## src/hw/rtl/bilinear_rgb565_gradient_pixel_top_defines.svh

```systemverilog
// assertion helpers for the rtl files
`ifndef BILINEAR_RGB565_GRADIENT_PIXEL_TOP_DEFINES_SVH
`define BILINEAR_RGB565_GRADIENT_PIXEL_TOP_DEFINES_SVH

// antecedent implies consequent, consequent may open with a delay
`define BGP_ASSERT(label, clk, rst_n, ante, cons) \
	label: assert property (@(posedge clk) disable iff (!rst_n) (ante) |-> cons) \
		else $error("bilinear gradient assertion failed");

// a finished divider leaves a remainder below its divisor
`define BGP_ASSERT_REM(label, clk, rst_n, vld, d) \
	`BGP_ASSERT(label, clk, rst_n, (vld) && (d.den != '0), (d.rem < 21'(d.den)))

`endif

```

## src/hw/rtl/bgp_pkg.sv

```systemverilog
package bgp_pkg;

	localparam int unsigned COORD_W = 12;
	localparam int unsigned DIM_W = 13;
	localparam int unsigned COLOUR_W = 16;
	localparam int unsigned CFG_IDX_W = 3;
	localparam int unsigned MAX_DIMENSION_DEF = 4096;

	localparam logic [CFG_IDX_W-1:0] REG_TOP_LEFT = 3'd0;
	localparam logic [CFG_IDX_W-1:0] REG_TOP_RIGHT = 3'd1;
	localparam logic [CFG_IDX_W-1:0] REG_BOTTOM_RIGHT = 3'd2;
	localparam logic [CFG_IDX_W-1:0] REG_BOTTOM_LEFT = 3'd3;
	localparam logic [CFG_IDX_W-1:0] REG_FRAME_WIDTH = 3'd4;
	localparam logic [CFG_IDX_W-1:0] REG_FRAME_HEIGHT = 3'd5;

	localparam int unsigned CH_RED = 0;
	localparam int unsigned CH_GREEN = 1;
	localparam int unsigned CH_BLUE = 2;

	// one channel interpolation in flight through the restoring divider
	typedef struct packed {
		logic [20:0] rem;
		logic [13:0] den;
		logic [5:0]  quo;
		logic [5:0]  first;
		logic        neg;
	} div_t;

	function automatic logic [5:0] get_ch(logic [COLOUR_W-1:0] col, int unsigned ch);
		logic [5:0] v;
		unique case (ch)
			CH_RED:   v = {1'b0, col[15:11]};
			CH_GREEN: v = col[10:5];
			default:  v = {1'b0, col[4:0]};
		endcase
		return v;
	endfunction

	function automatic logic [COLOUR_W-1:0] pack565(logic [5:0] r, logic [5:0] g,
		logic [5:0] b);
		return {r[4:0], g[5:0], b[4:0]};
	endfunction

	// numerator 2*point*|diff| + steps over divisor 2*steps rounds half away from zero
	function automatic div_t mix_setup(logic [5:0] first, logic [5:0] last,
		logic [DIM_W-1:0] point, logic [DIM_W-1:0] steps);
		div_t r;
		logic [5:0] diff;
		logic [18:0] mag;
		r.neg = last < first;
		diff = r.neg ? first - last : last - first;
		mag = 19'(point) * 19'(diff);
		r.rem = {1'b0, mag, 1'b0} + 21'(steps);
		r.den = {steps, 1'b0};
		r.quo = '0;
		r.first = first;
		return r;
	endfunction

	function automatic div_t div_step(div_t a, int unsigned k);
		div_t r;
		logic [20:0] trial;
		r = a;
		trial = 21'(a.den) << k;
		if (a.rem >= trial) begin
			r.rem = a.rem - trial;
			r.quo[k] = 1'b1;
		end
		return r;
	endfunction

	function automatic logic [5:0] mix_end(div_t a);
		return a.neg ? a.first - a.quo : a.first + a.quo;
	endfunction

endpackage

```

## src/hw/rtl/bilinear_rgb565_gradient_pixel_top.sv

```systemverilog
// Bilinear RGB565 gradient: a pixel (pixel_column, pixel_row) is taken whenever start is
// high, busy never rises, so one pixel per clock is accepted without gaps. Its colour
// appears on pixel_colour with pixel_valid high for one cycle at the end of the pipeline;
// the ten stages are the vertical setup, three stages of the vertical divider (two
// quotient bits each), the edge colour stage, the horizontal setup, three horizontal
// divider stages and the output register. The receiver cannot stall the block, so a
// result must be taken in the cycle it is shown. Corner colours and frame size are written
// through cfg_we/cfg_index/cfg_data and must only change while no pixel is in flight.
`include "bilinear_rgb565_gradient_pixel_top_defines.svh"

module bilinear_rgb565_gradient_pixel_top #(
	parameter int unsigned MAX_DIMENSION = bgp_pkg::MAX_DIMENSION_DEF
) (
	input  logic                              clk,
	input  logic                              arst_n,
	input  logic                              start,
	output logic                              busy,
	input  logic [bgp_pkg::COORD_W-1:0]       pixel_column,
	input  logic [bgp_pkg::COORD_W-1:0]       pixel_row,
	output logic                              pixel_valid,
	output logic [bgp_pkg::COLOUR_W-1:0]      pixel_colour,
	input  logic                              cfg_we,
	input  logic [bgp_pkg::CFG_IDX_W-1:0]     cfg_index,
	input  logic [bgp_pkg::COLOUR_W-1:0]      cfg_data
);

	localparam int unsigned DW = bgp_pkg::DIM_W;
	localparam int unsigned LATENCY = 10;
	localparam logic [16:0] MAX_DIM = 17'(MAX_DIMENSION);

	logic [bgp_pkg::COLOUR_W-1:0] tl_q, tr_q, br_q, bl_q;
	logic [DW-1:0] width_q, height_q;

	logic [16:0] w_dim, h_dim;
	logic [DW-1:0] w_steps, h_steps;
	logic w_deg, h_deg;
	logic [DW-1:0] x_in, y_in;

	logic valid_s1, valid_s2, valid_s3, valid_s4, valid_s5;
	logic valid_s6, valid_s7, valid_s8, valid_s9;

	bgp_pkg::div_t vdiv_s1 [6];
	bgp_pkg::div_t vdiv_s2 [6];
	bgp_pkg::div_t vdiv_s3 [6];
	bgp_pkg::div_t vdiv_s4 [6];
	bgp_pkg::div_t hdiv_s6 [3];
	bgp_pkg::div_t hdiv_s7 [3];
	bgp_pkg::div_t hdiv_s8 [3];
	bgp_pkg::div_t hdiv_s9 [3];
	logic [DW-1:0] x_s1, x_s2, x_s3, x_s4, x_s5;
	logic [bgp_pkg::COLOUR_W-1:0] left_s5, right_s5;

	assign busy = 1'b0;

	always_ff @(posedge clk or negedge arst_n) begin
		if (!arst_n) begin
			tl_q <= '0;
			tr_q <= '0;
			br_q <= '0;
			bl_q <= '0;
			width_q <= '0;
			height_q <= '0;
		end else if (cfg_we) begin
			unique case (cfg_index)
				bgp_pkg::REG_TOP_LEFT:     tl_q <= cfg_data;
				bgp_pkg::REG_TOP_RIGHT:    tr_q <= cfg_data;
				bgp_pkg::REG_BOTTOM_RIGHT: br_q <= cfg_data;
				bgp_pkg::REG_BOTTOM_LEFT:  bl_q <= cfg_data;
				bgp_pkg::REG_FRAME_WIDTH:  width_q <= cfg_data[DW-1:0];
				bgp_pkg::REG_FRAME_HEIGHT: height_q <= cfg_data[DW-1:0];
				default: begin
				end
			endcase
		end
	end

	// saturate frame size, then steps and degenerate flags, and clamp the pixel coordinates
	always_comb begin
		w_dim = (17'(width_q) > MAX_DIM) ? MAX_DIM : 17'(width_q);
		h_dim = (17'(height_q) > MAX_DIM) ? MAX_DIM : 17'(height_q);
		w_steps = DW'(w_dim - 17'd1);
		h_steps = DW'(h_dim - 17'd1);
		w_deg = w_dim <= 17'd1;
		h_deg = h_dim <= 17'd1;
		x_in = (DW'(pixel_column) > w_steps) ? w_steps : DW'(pixel_column);
		y_in = (DW'(pixel_row) > h_steps) ? h_steps : DW'(pixel_row);
	end

	always_ff @(posedge clk or negedge arst_n) begin
		if (!arst_n) begin
			valid_s1 <= 1'b0;
			valid_s2 <= 1'b0;
			valid_s3 <= 1'b0;
			valid_s4 <= 1'b0;
			valid_s5 <= 1'b0;
			valid_s6 <= 1'b0;
			valid_s7 <= 1'b0;
			valid_s8 <= 1'b0;
			valid_s9 <= 1'b0;
			pixel_valid <= 1'b0;
		end else begin
			valid_s1 <= start && !busy;
			valid_s2 <= valid_s1;
			valid_s3 <= valid_s2;
			valid_s4 <= valid_s3;
			valid_s5 <= valid_s4;
			valid_s6 <= valid_s5;
			valid_s7 <= valid_s6;
			valid_s8 <= valid_s7;
			valid_s9 <= valid_s8;
			pixel_valid <= valid_s9;
		end
	end

	always_ff @(posedge clk) begin
		// vertical: channels 0..2 left edge, 3..5 right edge
		for (int unsigned c = 0; c < 3; c++) begin
			vdiv_s1[c] <= bgp_pkg::mix_setup(bgp_pkg::get_ch(tl_q, c),
				bgp_pkg::get_ch(bl_q, c), y_in, h_steps);
			vdiv_s1[c+3] <= bgp_pkg::mix_setup(bgp_pkg::get_ch(tr_q, c),
				bgp_pkg::get_ch(br_q, c), y_in, h_steps);
		end
		x_s1 <= x_in;
		for (int unsigned i = 0; i < 6; i++) begin
			vdiv_s2[i] <= bgp_pkg::div_step(bgp_pkg::div_step(vdiv_s1[i], 5), 4);
			vdiv_s3[i] <= bgp_pkg::div_step(bgp_pkg::div_step(vdiv_s2[i], 3), 2);
			vdiv_s4[i] <= bgp_pkg::div_step(bgp_pkg::div_step(vdiv_s3[i], 1), 0);
		end
		x_s2 <= x_s1;
		x_s3 <= x_s2;
		x_s4 <= x_s3;

		// edge colours
		if (h_deg) begin
			left_s5 <= '0;
			right_s5 <= '0;
		end else begin
			left_s5 <= bgp_pkg::pack565(bgp_pkg::mix_end(vdiv_s4[0]),
				bgp_pkg::mix_end(vdiv_s4[1]), bgp_pkg::mix_end(vdiv_s4[2]));
			right_s5 <= bgp_pkg::pack565(bgp_pkg::mix_end(vdiv_s4[3]),
				bgp_pkg::mix_end(vdiv_s4[4]), bgp_pkg::mix_end(vdiv_s4[5]));
		end
		x_s5 <= x_s4;

		// horizontal
		for (int unsigned c = 0; c < 3; c++) begin
			hdiv_s6[c] <= bgp_pkg::mix_setup(bgp_pkg::get_ch(left_s5, c),
				bgp_pkg::get_ch(right_s5, c), x_s5, w_steps);
			hdiv_s7[c] <= bgp_pkg::div_step(bgp_pkg::div_step(hdiv_s6[c], 5), 4);
			hdiv_s8[c] <= bgp_pkg::div_step(bgp_pkg::div_step(hdiv_s7[c], 3), 2);
			hdiv_s9[c] <= bgp_pkg::div_step(bgp_pkg::div_step(hdiv_s8[c], 1), 0);
		end

		if (w_deg) begin
			pixel_colour <= '0;
		end else begin
			pixel_colour <= bgp_pkg::pack565(bgp_pkg::mix_end(hdiv_s9[0]),
				bgp_pkg::mix_end(hdiv_s9[1]), bgp_pkg::mix_end(hdiv_s9[2]));
		end
	end

	`BGP_ASSERT(a_fixed_latency, clk, arst_n, start && !busy, ##LATENCY pixel_valid)
	`BGP_ASSERT_REM(a_vert_rem, clk, arst_n, valid_s4, vdiv_s4[1])
	`BGP_ASSERT_REM(a_horz_rem, clk, arst_n, valid_s9, hdiv_s9[1])

endmodule
```

## config.mk

```make
export PLATFORM = sky130hd
export DESIGN_NAME = bilinear_rgb565_gradient_pixel_top
export DESIGN_NICKNAME = d
export VERILOG_FILES = /design/src/hw/rtl/bgp_pkg.sv /design/src/hw/rtl/bilinear_rgb565_gradient_pixel_top.sv
export VERILOG_INCLUDE_DIRS = /design/src /design/src/hw/rtl
export SDC_FILE = /design/constraint.sdc
export NUM_CORES = 2
export LEC_CHECK = 0
export BUFFER_PORTS_ARGS = -buffer_cell sky130_fd_sc_hd__buf_4
export CORE_MARGIN = 1
export CORE_UTILIZATION = 25
export CTS_CLUSTER_SIZE = 12
export DETAILED_ROUTE_END_ITERATION = 6
export SKIP_LAST_GASP = 1
export SLEW_MARGIN = 30
export SYNTH_ARGS = -nofsm -noshare
export SYNTH_HDL_FRONTEND = slang
export SYNTH_SLANG_ARGS = --single-unit
```

## constraint.sdc

```tcl
create_clock -name clk -period 10.4 [get_ports clk]
set_clock_uncertainty 0.15 [all_clocks]
set_input_delay 1.04 -clock clk [delete_from_list [all_inputs] [get_ports clk]]
set_output_delay 1.04 -clock clk [all_outputs]
set_load 0.05 [all_outputs]
```

# Word level (Yosys, flattened, before mapping)
# Memory sizes are Yosys's and may differ from the RTL's.
# Index checks and enable logic that the tools add are counted.
dict set report word_totals {
  output_inout_bits 18
  n_memories 8
  ram_bits 1665
  inputBits 47
  elab_cells 354
  reg_bits 213
}
dict set report op_classes {
  eq_ne 5
  n_reduce_logical 7
  multipliers 9
  addsub 101
  magnitude_cmp 69
  muxes 130
}
# name words width read_ports rd_ports_with_merged_regs wr line
set memory_table {}
lappend memory_table {vdiv_s2 6 48 6 0 6 bilinear_rgb565_gradient_pixel_top.sv:43} ;# bgp_pkg::div_t vdiv_s2 [6];
lappend memory_table {vdiv_s3 6 48 6 0 6 bilinear_rgb565_gradient_pixel_top.sv:44} ;# bgp_pkg::div_t vdiv_s3 [6];
lappend memory_table {vdiv_s4 6 48 6 0 6 bilinear_rgb565_gradient_pixel_top.sv:45} ;# bgp_pkg::div_t vdiv_s4 [6];
lappend memory_table {vdiv_s1 6 41 6 0 6 bilinear_rgb565_gradient_pixel_top.sv:42} ;# bgp_pkg::div_t vdiv_s1 [6];
lappend memory_table {hdiv_s7 3 48 3 0 3 bilinear_rgb565_gradient_pixel_top.sv:47} ;# bgp_pkg::div_t hdiv_s7 [3];
lappend memory_table {hdiv_s8 3 48 3 0 3 bilinear_rgb565_gradient_pixel_top.sv:48} ;# bgp_pkg::div_t hdiv_s8 [3];
lappend memory_table {{2 more memories} n/a n/a n/a n/a n/a n/a}
# operator count
set op_table {}
lappend op_table {{two-way mux 21 bit} 54}
lappend op_table {{adder 20 x 13 -> 21 bit} 9}
lappend op_table {{greater-or-equal comparator 21 x 14 -> 1 bit} 9}
lappend op_table {{greater-or-equal comparator 21 x 15 -> 1 bit} 9}
lappend op_table {{greater-or-equal comparator 21 x 16 -> 1 bit} 9}
lappend op_table {{greater-or-equal comparator 21 x 17 -> 1 bit} 9}
lappend op_table {{greater-or-equal comparator 21 x 18 -> 1 bit} 9}
lappend op_table {{greater-or-equal comparator 21 x 19 -> 1 bit} 9}
lappend op_table {{subtractor 21 x 14 -> 21 bit} 9}
lappend op_table {{subtractor 21 x 15 -> 21 bit} 9}
lappend op_table {{subtractor 21 x 16 -> 21 bit} 9}
lappend op_table {{subtractor 21 x 17 -> 21 bit} 9}
lappend op_table {{subtractor 21 x 18 -> 21 bit} 9}
lappend op_table {{subtractor 21 x 19 -> 21 bit} 9}
lappend op_table {{multiplier 13 x 6 -> 19 bit} 9}
lappend op_table {{two-way mux 6 bit} 12}
lappend op_table {{subtractor 5 x 5 -> 6 bit} 12}
lappend op_table {{two-way mux 1 bit} 54}
lappend op_table {{subtractor 6 bit} 9}
lappend op_table {{two-way mux 13 bit} 3}
lappend op_table {{adder 5 bit} 6}
lappend op_table {{< comparator 5 bit} 6}
lappend op_table {{two-way mux 5 bit} 6}
lappend op_table {{subtractor 5 bit} 6}
lappend op_table {{other kinds (12)} 27}

# Longest topological paths before layout
dict set report depth {
  word_depth 7
  ltp_mapped 40
  depth_no_buf 36
}

# Worst setup path before layout
# Ideal clock, no wire load.
dict set report synth_path {
  kind {register to register}
  start {reg height_q[12]}
  end {mem vdiv_s1[1][39] in the netlist's numbering}
  path_stages_with_launch 38
  t_required_ps 10178
  n_path_buf 4
  arrival_time_ps 8757
  period_less_slack_ps 8979
  slack_ps 1421
  setup_time_ps 72
  cell_sequence {dfrtp_1 -> clkinv_1 -> clkbuf_1 -> nand2_1 -> ha_1 -> clkbuf_1 -> xnor2_1 -> inv_1 -> ha_1 -> o21a_1 -> o21a_1 -> o21ai_0 -> a21oi_1 -> a311oi_1 -> o22ai_2 -> o31ai_1 -> buf_6 -> mux2i_4 -> (+2 left out) -> fa_1 -> inv_1 -> fa_1 -> fa_1 -> inv_1 -> ha_1 -> a21oi_1 -> o21ai_0 -> a2111oi_0 -> nor2_1 -> xor2_1 -> ha_1 -> o21a_1 -> nor2_1 -> a21oi_1 -> nand3_1 -> nor4b_1 -> xnor2_1}
}
# item line
set synth_lines {}
lappend synth_lines {{start, declared} bilinear_rgb565_gradient_pixel_top.sv:32} ;# logic [DW-1:0] width_q, height_q;
lappend synth_lines {{start signal, assigned} bilinear_rgb565_gradient_pixel_top.sv:70} ;# bgp_pkg::REG_FRAME_HEIGHT: height_q <= cfg_data[DW-1:0];
lappend synth_lines {{end, declared} bilinear_rgb565_gradient_pixel_top.sv:42}

==> impl_metrics.tcl <==
set metrics [dict create \
    tightestPinTransition_ps 1020 \
    timing.critical_path.slowest_cell_delay_ps 860 \
    via_count_of_the_first_global_routing_pass 73900 \
    horizontal_extent_of_the_die_um 619 \
    synth_ff_type "sky130_fd_sc_hd__dfxtp_1" \
    syn_to_final_growth_pct 12.3 \
    netlist_top_cells_count "sky130_fd_sc_hd__ha_1, sky130_fd_sc_hd__nor2_1, sky130_fd_sc_hd__dfxtp_1, sky130_fd_sc_hd__inv_1, sky130_fd_sc_hd__nand2_1" \
    number_of_non_filler_instances_in_the_completed_layout 16200 \
    max_freq_mhz 103 \
    hold_path_end "hdiv_s9[0][52]" \
    tritoncts "done" \
    post_synth.cell_area_avg_um2 8.71 \
    hold_ws_ps 126 \
    synth_cells 10900 \
    min_period_over_period_pct 93.7 \
    cp_num_buf_inv 7 \
    placed_cells_incl_taps 15900 \
    timing.hold.worst_path_depth 0 \
    netlist_area_um2 95200 \
    synth_top_area_share_pct 22.1 \
    timing.setup.critical_path_class "reg -> reg" \
    layout-drive-gt1-share_pct 7.39 \
    critPathRequiredTime_ps 10970 \
    drv.max_cap_violation_count 0 \
    worst_min_delay_path_category "reg -> reg" \
    hold_path.startpoint "hdiv_s8[0][52]" \
    grt_pass1_wl_mm 419 \
    ys_async_sr_fraction_pct 8.70 \
    initial_util_pct 25.1 \
    synth.top_cells.by_area "sky130_fd_sc_hd__dfxtp_1, sky130_fd_sc_hd__ha_1, sky130_fd_sc_hd__fa_1" \
    rrSetupSlack_ps 660 \
    synthDominantAreaCellType "sky130_fd_sc_hd__dfxtp_1" \
    post-cts-setup-buffer-count 0 \
    cp-end-kind "flip-flop" \
    final-setup-viol-count 0 \
    detailed_place_hpwl_mm 217 \
    sink_count_of_the_clock_tree 1149 \
    die_height_um 619 \
    worst-r2r-cell-count 36 \
    htreeDepth 4 \
    post_cts_repair_resize_count 0 \
    routed_wirelength_mm 270 \
    largest_fanout_of_any_net_on_the_critical_path 26 \
    master_of_the_slowest_instance_on_the_critical_path "sky130_fd_sc_hd__mux2i_4" \
    seq_cells_post_synth 1149 \
    dr_total_vias 75800 \
    post-route-drc-count 0 \
    finalCoreUtilization_pct 28.2 \
    nets 12800 \
    inserted_clock_buffers 138 \
    global_route.overflow_total 0 \
    slew_headroom_pct 30.9 \
    crit_top_cell "sky130_fd_sc_hd__ha_1" \
    die_area_um2 383000 \
    clkTransAtPathRegs_ps 60 \
    grt_antenna_before_repair 13 \
    drt-vias-per-instance 4.68 \
    timing.critical_path.max_delay_family "adder cells" \
    largest_net_degree_at_the_start_of_global_routing 61 \
    synth_sequential_area_ratio_pct 24.7 \
    globalRouteTotalUtil_pct 13.8 \
    r2r-start "height_q[12]" \
    setup_repair_after_global_routing_missed_its_margin "false" \
    detail-route-antenna-nets 0 \
    clock_tree.root_cell "sky130_fd_sc_hd__clkbuf_16" \
    ctsLongestPathBuffers 4 \
    timing.final.crit_period_ps 9740 \
    worstSkewPairLatency_ps 850 \
    core_area_um2 379000 \
    ioPinCount 65 \
    route.detailed.wl_per_inst_um 16.7 \
    timing.critical_path.from_type "flip-flop" \
    port_buffers 63 \
    globalplace.congestion 0.912 \
    detailedRoute.firstIterationViolations 4365 \
    synth_edf_count 0 \
    final-hold-violation-count 0 \
    synthDistinctLibCells 114 \
    synth-warning-count 0 \
    run_status "complete, no violations" \
    cp_data_arrival_time_ps 10310 \
    critical_path.reg2reg.endpoint "vdiv_s1[1][39]" \
    timing.setup.tns_ps 0 \
    slew_viol_final 0 \
    synthMostInstantiatedCell "sky130_fd_sc_hd__ha_1" \
    drt_pre_antenna_iters 6 \
    cts.hold.buffers_added 0 \
    rows 226 \
]
==> cells in the final DEF, fill, tap and decap left out, types with 25 or more instances in the layout <==
cell and instances:
sky130_fd_sc_hd__ha_1 1211, sky130_fd_sc_hd__nor2_1 1107, sky130_fd_sc_hd__dfxtp_1 1049, sky130_fd_sc_hd__inv_1 1013
sky130_fd_sc_hd__nand2_1 780, sky130_fd_sc_hd__a21oi_1 776, sky130_fd_sc_hd__xnor2_1 599, sky130_fd_sc_hd__o21ai_0 548
sky130_fd_sc_hd__fa_1 486, sky130_fd_sc_hd__a21o_1 342, sky130_fd_sc_hd__xor2_1 255, sky130_fd_sc_hd__mux2_2 233
sky130_fd_sc_hd__nor3_1 211, sky130_fd_sc_hd__buf_4 209, sky130_fd_sc_hd__nor2b_1 179, sky130_fd_sc_hd__nand2b_1 171
sky130_fd_sc_hd__nand3_1 156, sky130_fd_sc_hd__o21a_1 147, sky130_fd_sc_hd__clkbuf_16 141, sky130_fd_sc_hd__nand4_1 108
sky130_fd_sc_hd__dfrtp_1 100, sky130_fd_sc_hd__mux2i_1 88, sky130_fd_sc_hd__and2_1 76, sky130_fd_sc_hd__or2_2 67
sky130_fd_sc_hd__a211oi_1 67, sky130_fd_sc_hd__o21bai_1 64, sky130_fd_sc_hd__or3_1 60, sky130_fd_sc_hd__a31oi_1 57
sky130_fd_sc_hd__nor4_1 56, sky130_fd_sc_hd__o211ai_1 47, sky130_fd_sc_hd__o31ai_1 46, sky130_fd_sc_hd__and3_1 42
sky130_fd_sc_hd__conb_1 38, sky130_fd_sc_hd__a21boi_0 33, sky130_fd_sc_hd__or4_1 31, sky130_fd_sc_hd__a31o_2 28
sky130_fd_sc_hd__and4_1 26, sky130_fd_sc_hd__clkbuf_1 25
==> worst max-delay path by stage <==
stage	start	end	cells past startpoint
finish	height_q[12]	vdiv_s1[1][39]	36
global route	height_q[12]	vdiv_s1[1][39]	36
CTS	height_q[12]	vdiv_s1[1][39]	36
detailed placement	height_q[12]	vdiv_s1[1][39]	36
global placement	height_q[12]	vdiv_s1[1][39]	36
floorplan	height_q[12]	vdiv_s1[1][39]	37
==> through the flow <==
| step | instance area [µm²] | setup WS [ps] |
|---|---|---|
| final | 107000 | 657 |
| after global routing | 107000 | 71.8 |
| after CTS | 107000 | 704 |
| after detailed placement | 102000 | 716 |
| after global placement | 102000 | 758 |
| after floorplan | 95300 | 1420 |
==> registers in the layout, summed over array words and instances, names as in the netlist, 13 cells and up <==
| name | count |
|---|---|
| vdiv_s2 | 179 |
| hdiv_s9 | 35 |
| left_s5 | 16 |
| pixel_colour | 16 |
| hdiv_s7 | 96 |
| x_s5 | 13 |
| x_s2 | 13 |
| hdiv_s8 | 102 |
| height_q | 13 |
| hdiv_s6 | 92 |
| x_s1 | 13 |
| vdiv_s4 | 70 |
| x_s3 | 13 |
| bl_q | 16 |
| vdiv_s3 | 191 |
| br_q | 16 |
| tl_q | 16 |
| x_s4 | 13 |
| width_q | 13 |
| vdiv_s1 | 171 |
| right_s5 | 16 |
| tr_q | 16 |
==> worst register-to-register path, delay by kind of cell, from the launching register on <==
kind / cells / cell delay, ps
adders and majority gates: 7 / 2820
AOI/OAI and AO/OA: 12 / 2530
buffers and inverters: 7 / 1330
and+or+nand+nor: 6 / 1060
muxes: 1 / 860
xor gates and xnor gates: 3 / 560
DFF: 1 / 360
==> cell type report <==
type / count / area, µm²
Antenna cell: 20 / 50.0
Clock buffer: 178 / 3790
Clock inverter: 40 / 611
Fill cell: 40200 / 272000
Inverter: 1020 / 3830
Multi-Input combinational cell: 8552 / 67200
Sequential cell: 1149 / 23500
Tap cell: 5016 / 6280
Timing Repair Buffer: 212 / 1620
==> metal layers <==
layer	global-route usage, %	wire length [µm]	up-vias
li1	-	-	38000
met1	17.6	122000	35700
met2	23.2	123000	1637
met3	1.99	13000	482
met4	6.02	12300	4
met5	0	27	-
==> kinds of logic after synthesis <==
family / Yosys count / share of synthesized area, %
AOI/OAI and AO/OA: 2439 / 16.3
DFF: 1149 / 24.7
adders and majority gates: 1697 / 26.1
muxes: 338 / 4.02
buffers and inverters: 1262 / 5.13
other: 2 / 0.00789
and+or+nand+nor: 3174 / 15.8
xor gates and xnor gates: 863 / 7.94
Power is not shown: default switching activity piles up to over one toggle a cycle in this logic, so the estimate is an artifact.
